[config.mk]
export PLATFORM = sky130hd
export DESIGN_NAME = mac_learning_forward_table_flat
export DESIGN_NICKNAME = d
export VERILOG_FILES = /design/src/design/mlft_pkg.sv /design/src/design/mlft_if.sv /design/src/design/mlft_ram.sv /design/src/design/mac_learning_forward_table.sv /design/src/flat_wrapper.sv
export SDC_FILE = /design/constraint.sdc
export NUM_CORES = 2
export LEC_CHECK = 0
export ABC_AREA = 1
export BUFFER_PORTS_ARGS = -buffer_cell sky130_fd_sc_hd__buf_4
export CORE_MARGIN = 1
export CORE_UTILIZATION = 35
export CTS_CLUSTER_SIZE = 14
export DETAILED_ROUTE_END_ITERATION = 10
export HOLD_SLACK_MARGIN = 0.12
export PLACE_DENSITY = 0.55
export SETUP_SLACK_MARGIN = 0.4
export SKIP_LAST_GASP = 1
export SYNTH_ARGS = -nofsm -noshare
export SYNTH_HDL_FRONTEND = slang
export SYNTH_HIERARCHICAL = 1
export SYNTH_SLANG_ARGS = --single-unit
export TNS_END_PERCENT = 5
[constraint.sdc]
create_clock -name clk_i -period 10.7 [get_ports clk_i]
set_input_delay 1.07 -clock clk_i [delete_from_list [all_inputs] [get_ports clk_i]]
set_output_delay 1.07 -clock clk_i [all_outputs]
set_load 0.05 [all_outputs]
[src/design/mlft_pkg.sv]
// ----------------------------------------------------------------------------
// mlft_pkg: shared definitions for the MAC learning forwarding table
// Table sizes, field widths and the word types carried on the channels.
// ----------------------------------------------------------------------------
package mlft_pkg;

  // Table and port sizes.
  localparam int TableDepth = 64;
  localparam int NumPorts   = 8;

  // Field widths, fixed by the frame header and result formats.
  localparam int MacW  = 48;
  localparam int PortW = 3;
  localparam int MaskW = 8;

  // Derived widths: a slot index, and a fill count that can hold the depth itself.
  localparam int IdxW   = $clog2(TableDepth);
  localparam int CntW   = $clog2(TableDepth + 1);
  localparam int EntryW = MacW + PortW;

  // Ports that exist, as a forwarding mask.
  localparam logic [MaskW-1:0] AllPorts = MaskW'((64'd1 << NumPorts) - 64'd1);

  // Frame header word.
  typedef struct packed {
    logic [MacW-1:0]  src_mac;
    logic [MacW-1:0]  dst_mac;
    logic [PortW-1:0] ingress_port;
  } frame_t;

  // Forwarding result word.
  typedef struct packed {
    logic [MaskW-1:0] forward_mask;
    logic             flooded;
    logic             learned;
    logic             learn_dropped;
  } result_t;

  // Configuration word.
  typedef logic [MaskW-1:0] cfg_t;

endpackage

[src/design/mlft_if.sv]
// ----------------------------------------------------------------------------
// mlft_if: valid/ready channels of the MAC learning forwarding table
// One interface per word type: frame headers, results and configuration.
// ----------------------------------------------------------------------------

// Frame header channel.
interface mlft_frame_if;
  logic            valid;
  logic            ready;
  mlft_pkg::frame_t data;

  modport source (output valid, output data, input ready);
  modport sink   (input valid, input data, output ready);
endinterface

// Forwarding result channel.
interface mlft_result_if;
  logic              valid;
  logic              ready;
  mlft_pkg::result_t data;

  modport source (output valid, output data, input ready);
  modport sink   (input valid, input data, output ready);
endinterface

// Configuration write channel, carrying the port enable mask.
interface mlft_cfg_if;
  logic           valid;
  logic           ready;
  mlft_pkg::cfg_t data;

  modport source (output valid, output data, input ready);
  modport sink   (input valid, input data, output ready);
endinterface

[src/design/mlft_ram.sv]
// ----------------------------------------------------------------------------
// mlft_ram: generic single-write, single-read RAM
// One write port and one read port, with the read data registered.
// ----------------------------------------------------------------------------
module mlft_ram #(
  parameter int Width = 8,
  parameter int Depth = 16
) (
  input  logic                     clk_i,
  input  logic                     we_i,
  input  logic [$clog2(Depth)-1:0] waddr_i,
  input  logic [Width-1:0]         wdata_i,
  input  logic                     re_i,
  input  logic [$clog2(Depth)-1:0] raddr_i,
  output logic [Width-1:0]         rdata_o
);

  logic [Width-1:0] mem_q [Depth];
  logic [Width-1:0] rdata_q;

  // Storage array and registered read.
  always_ff @(posedge clk_i) begin
    if (we_i) begin
      mem_q[waddr_i] <= wdata_i;
    end
    if (re_i) begin
      rdata_q <= mem_q[raddr_i];
    end
  end

  assign rdata_o = rdata_q;

endmodule

[src/design/mac_learning_forward_table.sv]
// ----------------------------------------------------------------------------
// mac_learning_forward_table: learning bridge forwarding table
// Learns source addresses against their ingress port and looks up the
// destination address to give a forwarding mask, flooding on a miss.
// ----------------------------------------------------------------------------
//
//  Channel   Role   Word       Notes
//  frame_i   sink   frame_t    source MAC, destination MAC, ingress port
//  result_o  source result_t   forward mask, flooded, learned, learn dropped
//  cfg_i     sink   cfg_t      port enable mask, always ready
//
// A frame is compared with every stored station before its result is given,
// since the table memory has one read port and a single comparator pair checks
// one stored entry a cycle. The next frame is taken the cycle after the result
// is registered, so a frame is never taken while the last one is being scanned.
// Slots fill from the bottom and are never freed, so the fill count stands for
// the valid bits; reset clears it at once and needs no clearing pass.
// A new frame is taken while a result waits; the learning write and the next
// result wait until the output register is free.
module mac_learning_forward_table (
  input  logic         clk_i,
  input  logic         rst_ni,
  mlft_frame_if.sink   frame_i,
  mlft_result_if.source result_o,
  mlft_cfg_if.sink     cfg_i
);

  typedef enum logic [1:0] {
    StIdle,
    StScan,
    StFinish
  } state_e;

  state_e                        state_q, state_d;
  logic [mlft_pkg::CntW-1:0]     count_q, count_d;
  logic [mlft_pkg::CntW-1:0]     rd_idx_q, rd_idx_d;
  logic                          cmp_vld_q, cmp_vld_d;
  logic                          src_hit_q, src_hit_d;
  logic                          dst_hit_q, dst_hit_d;
  logic [mlft_pkg::PortW-1:0]    dst_port_q, dst_port_d;
  mlft_pkg::frame_t              frame_q, frame_d;
  logic [mlft_pkg::MaskW-1:0]    enable_q;
  logic                          out_valid_q, out_valid_d;
  mlft_pkg::result_t             out_data_q, out_data_d;

  logic                          ram_we;
  logic                          ram_re;
  logic [mlft_pkg::EntryW-1:0]   ram_wdata;
  logic [mlft_pkg::EntryW-1:0]   ram_rdata;
  logic [mlft_pkg::MacW-1:0]     rd_mac;
  logic [mlft_pkg::PortW-1:0]    rd_port;
  logic                          out_free;
  logic                          table_full;

  // Station memory: MAC address above the port number.
  mlft_ram #(
    .Width (mlft_pkg::EntryW),
    .Depth (mlft_pkg::TableDepth)
  ) u_ram (
    .clk_i   (clk_i),
    .we_i    (ram_we),
    .waddr_i (count_q[mlft_pkg::IdxW-1:0]),
    .wdata_i (ram_wdata),
    .re_i    (ram_re),
    .raddr_i (rd_idx_q[mlft_pkg::IdxW-1:0]),
    .rdata_o (ram_rdata)
  );

  assign rd_mac     = ram_rdata[mlft_pkg::EntryW-1:mlft_pkg::PortW];
  assign rd_port    = ram_rdata[mlft_pkg::PortW-1:0];
  assign ram_wdata  = {frame_q.src_mac, frame_q.ingress_port};
  assign out_free   = !out_valid_q || result_o.ready;
  assign table_full = (count_q == mlft_pkg::CntW'(mlft_pkg::TableDepth));

  // Handshakes towards the neighbours.
  assign frame_i.ready  = (state_q == StIdle);
  assign cfg_i.ready    = 1'b1;
  assign result_o.valid = out_valid_q;
  assign result_o.data  = out_data_q;

  // Sequencer: accept, scan the stored stations, then learn and report.
  always_comb begin
    state_d     = state_q;
    count_d     = count_q;
    rd_idx_d    = rd_idx_q;
    cmp_vld_d   = 1'b0;
    src_hit_d   = src_hit_q;
    dst_hit_d   = dst_hit_q;
    dst_port_d  = dst_port_q;
    frame_d     = frame_q;
    out_valid_d = out_valid_q;
    out_data_d  = out_data_q;
    ram_we      = 1'b0;
    ram_re      = 1'b0;

    if (out_valid_q && result_o.ready) begin
      out_valid_d = 1'b0;
    end

    case (state_q)
      StIdle: begin
        if (frame_i.valid) begin
          frame_d   = frame_i.data;
          rd_idx_d  = '0;
          src_hit_d = 1'b0;
          dst_hit_d = 1'b0;
          state_d   = StScan;
        end
      end
      StScan: begin
        // Issue the next read while the previous one is compared.
        if (rd_idx_q < count_q) begin
          ram_re    = 1'b1;
          cmp_vld_d = 1'b1;
          rd_idx_d  = rd_idx_q + mlft_pkg::CntW'(1);
        end else if (!cmp_vld_q) begin
          state_d = StFinish;
        end
        if (cmp_vld_q) begin
          if (rd_mac == frame_q.src_mac) begin
            src_hit_d = 1'b1;
          end
          if (!dst_hit_q && rd_mac == frame_q.dst_mac) begin
            dst_hit_d  = 1'b1;
            dst_port_d = rd_port;
          end
        end
      end
      StFinish: begin
        if (out_free) begin
          out_data_d.learned       = 1'b0;
          out_data_d.learn_dropped = 1'b0;
          if (!src_hit_q) begin
            if (table_full) begin
              out_data_d.learn_dropped = 1'b1;
            end else begin
              ram_we                 = 1'b1;
              count_d                = count_q + mlft_pkg::CntW'(1);
              out_data_d.learned     = 1'b1;
            end
          end
          // A frame sent to itself hits the station it has just taught.
          if (dst_hit_q) begin
            out_data_d.forward_mask =
              (mlft_pkg::MaskW'(1) << dst_port_q) & mlft_pkg::AllPorts;
            out_data_d.flooded      = 1'b0;
          end else if (ram_we && frame_q.dst_mac == frame_q.src_mac) begin
            out_data_d.forward_mask =
              (mlft_pkg::MaskW'(1) << frame_q.ingress_port) & mlft_pkg::AllPorts;
            out_data_d.flooded      = 1'b0;
          end else begin
            out_data_d.forward_mask = enable_q & mlft_pkg::AllPorts &
                                      ~(mlft_pkg::MaskW'(1) << frame_q.ingress_port);
            out_data_d.flooded      = 1'b1;
          end
          out_valid_d = 1'b1;
          state_d     = StIdle;
        end
      end
      default: begin
        state_d = StIdle;
      end
    endcase
  end

  // State, counters, the frame held under scan, the enable mask and the output register.
  always_ff @(posedge clk_i or negedge rst_ni) begin
    if (!rst_ni) begin
      state_q     <= StIdle;
      count_q     <= '0;
      rd_idx_q    <= '0;
      cmp_vld_q   <= 1'b0;
      src_hit_q   <= 1'b0;
      dst_hit_q   <= 1'b0;
      dst_port_q  <= '0;
      frame_q     <= '0;
      out_valid_q <= 1'b0;
      out_data_q  <= '0;
      enable_q    <= mlft_pkg::MaskW'(8'hFF);
    end else begin
      state_q     <= state_d;
      count_q     <= count_d;
      rd_idx_q    <= rd_idx_d;
      cmp_vld_q   <= cmp_vld_d;
      src_hit_q   <= src_hit_d;
      dst_hit_q   <= dst_hit_d;
      dst_port_q  <= dst_port_d;
      frame_q     <= frame_d;
      out_valid_q <= out_valid_d;
      out_data_q  <= out_data_d;
      if (cfg_i.valid) begin
        enable_q <= cfg_i.data;
      end
    end
  end

  // The fill count never passes the table depth.
  assert property (@(posedge clk_i) disable iff (!rst_ni)
    count_q <= mlft_pkg::CntW'(mlft_pkg::TableDepth))
    else $error("fill count beyond table depth");

  // The fill count only ever grows by one, and only with a table write.
  assert property (@(posedge clk_i) disable iff (!rst_ni)
    count_q != $past(count_q) |->
      (count_q == $past(count_q) + mlft_pkg::CntW'(1)) && $past(ram_we))
    else $error("fill count changed without a single learning write");

  // A learning write is followed by a result in the output register.
  assert property (@(posedge clk_i) disable iff (!rst_ni)
    ram_we |=> out_valid_q && out_data_q.learned)
    else $error("learning write without a learned result");

  // A result never claims both a learn and a dropped learn.
  assert property (@(posedge clk_i) disable iff (!rst_ni)
    out_valid_q |-> !(out_data_q.learned && out_data_q.learn_dropped))
    else $error("result both learned and dropped");

  // The scan pointer never runs past the stored stations.
  assert property (@(posedge clk_i) disable iff (!rst_ni)
    state_q == StScan |-> rd_idx_q <= count_q)
    else $error("scan pointer beyond fill count");

endmodule

[src/flat_wrapper.sv]
// flat-port wrapper written by rule: the top's interface ports become plain ports
module mac_learning_forward_table_flat 
  (clk_i, rst_ni, frame_i_valid, frame_i_data, frame_i_ready, result_o_valid, result_o_data, result_o_ready, cfg_i_valid, cfg_i_data, cfg_i_ready);
  mlft_frame_if frame_i_i ();
  mlft_result_if result_o_i ();
  mlft_cfg_if cfg_i_i ();
  input  logic clk_i;
  input  logic rst_ni;
  input wire logic [$bits(frame_i_i.valid)-1:0] frame_i_valid;
  input wire logic [$bits(frame_i_i.data)-1:0] frame_i_data;
  output wire logic [$bits(frame_i_i.ready)-1:0] frame_i_ready;
  output wire logic [$bits(result_o_i.valid)-1:0] result_o_valid;
  output wire logic [$bits(result_o_i.data)-1:0] result_o_data;
  input wire logic [$bits(result_o_i.ready)-1:0] result_o_ready;
  input wire logic [$bits(cfg_i_i.valid)-1:0] cfg_i_valid;
  input wire logic [$bits(cfg_i_i.data)-1:0] cfg_i_data;
  output wire logic [$bits(cfg_i_i.ready)-1:0] cfg_i_ready;
  assign frame_i_i.valid = frame_i_valid;
  assign frame_i_i.data = frame_i_data;
  assign frame_i_ready = frame_i_i.ready;
  assign result_o_valid = result_o_i.valid;
  assign result_o_data = result_o_i.data;
  assign result_o_i.ready = result_o_ready;
  assign cfg_i_i.valid = cfg_i_valid;
  assign cfg_i_i.data = cfg_i_data;
  assign cfg_i_ready = cfg_i_i.ready;
  mac_learning_forward_table u_core (.clk_i(clk_i), .rst_ni(rst_ni), .frame_i(frame_i_i), .result_o(result_o_i), .cfg_i(cfg_i_i));
endmodule
==> summary.md <==
| Metric | Value |
|---|---|
| Share of cells above drive strength 1 | `8.48%` |
| Clk Tree Root Cell | `clkbuf_16` |
| CTS Sinks | `approximately 3500` |
| Cells after synthesis | `11784` |
| Worst Path Arrival | `approximately 5.5 ns` |
| Fin util | `about two fifths` |
| Syn nets | `11905` |
| Clock skew | `~0.056 ns` |
| CP max stage cell | `dfrtp_4` |
| Final Hold Viols | `0` |
| Largest net degree at the start of global routing | `between 150 and 200` |
| Remaining antenna violation count after routing | `0` |
| Reg2Reg Launch Point | `u_core/rd_idx_q[0]` |
| Maximum clock rate | `approximately 0.21 GHz` |
| Minimum clock period | `approximately 4.8 ns` |
| Synth Flop Type | `edfxtp_1` |
| Status | `complete, no violations` |
| Clock Pin Slew Worst Setup and Hold Paths | `roughly 0.06 ns` |
| Worst-Skew Late Latency | `0.91 ns` |
| Detailed Place HPWL | `250000 um` |
| Total GRT Usage | `roughly 22%` |
| # DRC | `0` |
| CTS tree | `built` |
| Max capacitance violation total | `0` |
| Final setup violation count | `0` |
| Register area share after synthesis | `about 73%` |
| Fin crit share | `between 40 and 50%` |
| Power per cell area | `just under 300 nW/um^2` |
| Core area | `roughly 400000 um^2` |
| Crit path required time | `~11 ns` |
| Yosys warnings | `6` |
| Worst R2R Path Depth | `11` |
| Relative slew slack | `19.6%` |
| Post-CTS Setup Inserts | `0` |
| Crit Path Category | `reg2reg` |
| Slew @ Worst Pin | `1.21 ns` |
| CP Cell Sequence | `buf_12 -> buf_4 -> buf_4 -> nand2_1 -> nand3_1 -> nand3_1 -> nand3_1 -> nand3_1 -> nand2_1 -> nand2_1 -> nand2_1` |
| Starting density of the core | `a little over a third` |
| Area growth syn-to-layout | `12.1%` |
| HP Class | `in2async` |
| CP Launch Type | `flip-flop` |
| Max VDD drop | `~260 uV` |
| Final GP Congestion | `0.868` |
| Crit end category | `flip-flop` |
| Most common cell after layout, fill and taps aside | `nand2_1` |
| Cts hold-fix bufs | `0` |
| Syn Area/Cell | `between 10 and 15 um^2` |
| Synthesized flop and latch total | `roughly 3500` |
| R2R Path End | `u_core/u_ram/rdata_o[21]` |
| Ports | `126` |
| Leakage dissipation | `roughly 56 nW` |
| Synthesized area | `141000 um^2` |
| DR vias | `about 94000` |
| FF-to-FF setup slack | `a little under 6 ns` |
| Site Rows | `232` |
| Avg WL per Cell | `26.4 um` |
| Final #Nets | `11869` |
| First-pass GRT wire length | `647000 um` |
| EDFF count, synth | `around 3300` |
| Vias/cell | `between 5 and 6` |
| Max Root-Sink Buffers | `4` |
| Die Wd | `636 um` |
| Fin. max-slew vios | `0` |
| Drt pass-1 iters | `5` |
| Vias in the first global route | `86484` |
| CTS H-tree lvls | `5` |
| RSZ-0062 raised after global routing | `no` |
| Final WL | `between 400000 and 500000 um` |
| Grt ovf | `0` |
| Ys async rst share | `between 4 and 5%` |
| Die Ht | `~640 um` |
| Inserted Clock Buffers | `roughly 360` |
| Initial antenna violation count | `13` |
| Port buffer count | `124` |
| Resized Gates After CTS | `0` |
| Most frequent cells in the layout | `3952 x nand2_1, 3315 x edfxtp_1, 3074 x nand3_1, 364 x clkbuf_16, 326 x buf_4` |
| Setup TNS | `0 ns` |
| Worst Setup SP | `u_core/rd_idx_q[0]` |
| CP max FO | `~160` |
| Die ar. | `about 400000 um^2` |
| Worst path max stage delay | `a little over 0.9 ns` |
| Netlist cell types | `45` |
| Number of DRC markers in iteration 0 | `10927` |
## worst max-delay path, delay by kind of cell, from the launching register on
kind | cells | cell delay [ns]
buffers and inverters | 3 | 1.92
AND/OR/NAND/NOR | 8 | 1.24
flip-flops | 1 | 0.91
## layer usage
metal	track usage [%]	routed length (um)	part of all wire (%)
met1	30.6	192000	42
met2	34.5	211000	46
met3	3.04	35800	7.8
met4	7.86	17400	3.8
met5	0	13	0.0028
## sequential cells by signal, summed over array words and instances, names as in the netlist
name,flops
u_core/cmp_vld_q,1
u_core/result_o.data,11
u_core/enable_q,8
u_core/frame_q,99
u_core/dst_hit_q,1
u_core/rd_idx_q,7
u_core/u_ram/rdata_o,51
u_core/count_q,7
u_core/u_ram/mem_q,3264
u_core/state_q,2
u_core/dst_port_q,3
u_core/result_o.valid,1
u_core/src_hit_q,1
## worst max-delay path by stage
stage               slack, ns                         end
floorplan                3.13   u_core/u_ram/mem_q[48][0]
global placement         5.63  u_core/u_ram/mem_q[33][48]
detailed placement       5.62  u_core/u_ram/mem_q[33][48]
CTS                      6.03  u_core/u_ram/mem_q[33][48]
global route             5.80    u_core/u_ram/rdata_o[44]
finish                   5.91    u_core/u_ram/rdata_o[21]
## kinds of logic (layout without fill, tap and decap cells)
family	count (synthesis)	count (layout)	share of synthesized area [%]
other	1	9	0.00267
AND/OR/NAND/NOR	7229	7229	22.2
adder cells (fa/ha/maj)	9	9	0.0801
buffers and inverters	874	1113	3.37
AO/OA/AOI/OAI	138	138	0.555
XOR/XNOR	69	69	0.430
flip-flops	3456	3456	73.3
multiplexers	8	8	0.0641
## cell type report
cell class	instances	area, um^2
antenna	8	20.0
multi-input combinational	7454	33200
sequential	3456	103000
timing repair buffer	348	2880
clock buffer	444	9470
clock inverter	189	1610
inverter	132	546
fill	37702	242000
tap	5265	6590
## metrics by stage
| step | hold slack (ns) | setup WS (ns) | instance area [um^2] | power, mW | instances |
|---|---|---|---|---|---|
| 2_1_floorplan | 0.455 | 3.13 | 141000 | 27.7 | 11784 |
| 3_3_place_gp | 0.472 | 5.63 | 146000 | 34.0 | 16655 |
| 3_5_place_dp | 0.483 | 5.62 | 146000 | 34.0 | 16655 |
| 4_1_cts | 0.215 | 6.03 | 158000 | 46.0 | 17288 |
| 5_1_grt | 0.257 | 5.80 | 158000 | 47.8 | 17288 |
| 6_report | 0.216 | 5.91 | 158000 | 46.0 | 17296 |
## where the power goes
part / switching (mW) / internal (mW) / leakage, nW
clock network: 5.20 / 6.88 / 5.40
registers: 1.44 / 17.1 / 31.8
logic: 11.7 / 3.64 / 18.6
## synthesized netlist by cell type, types with 2 or more instances
master	instances	area share (%)
clkbuf_1	127	0.34
nor4_1	15	0.067
a21oi_2	8	0.050
o21ai_0	91	0.32
nand4_1	20	0.089
ha_1	9	0.080
nand2_2	6	0.027
mux2_2	8	0.064
a221oi_1	4	0.025
buf_1	48	0.13
xnor2_1	35	0.22
inv_1	106	0.28
buf_4	88	0.47
buf_2	399	1.4
inv_2	23	0.061
or2_2	3	0.013
nor2_1	139	0.37
nand3_1	3074	11
edfxtp_1	3315	71
nor3_1	6	0.021
clkinv_1	2	0.0053
nand2_1	3953	11
nor2_4	2	0.016
buf_6	74	0.59
buf_8	4	0.043
nor2_2	6	0.027
dfstp_2	8	0.15
dfrtp_1	133	2.4
a21oi_1	5	0.018
a211oi_1	2	0.011
o2111ai_1	2	0.012
o22ai_1	23	0.10
xor2_1	34	0.21
(Power assumes the default switching activity.)
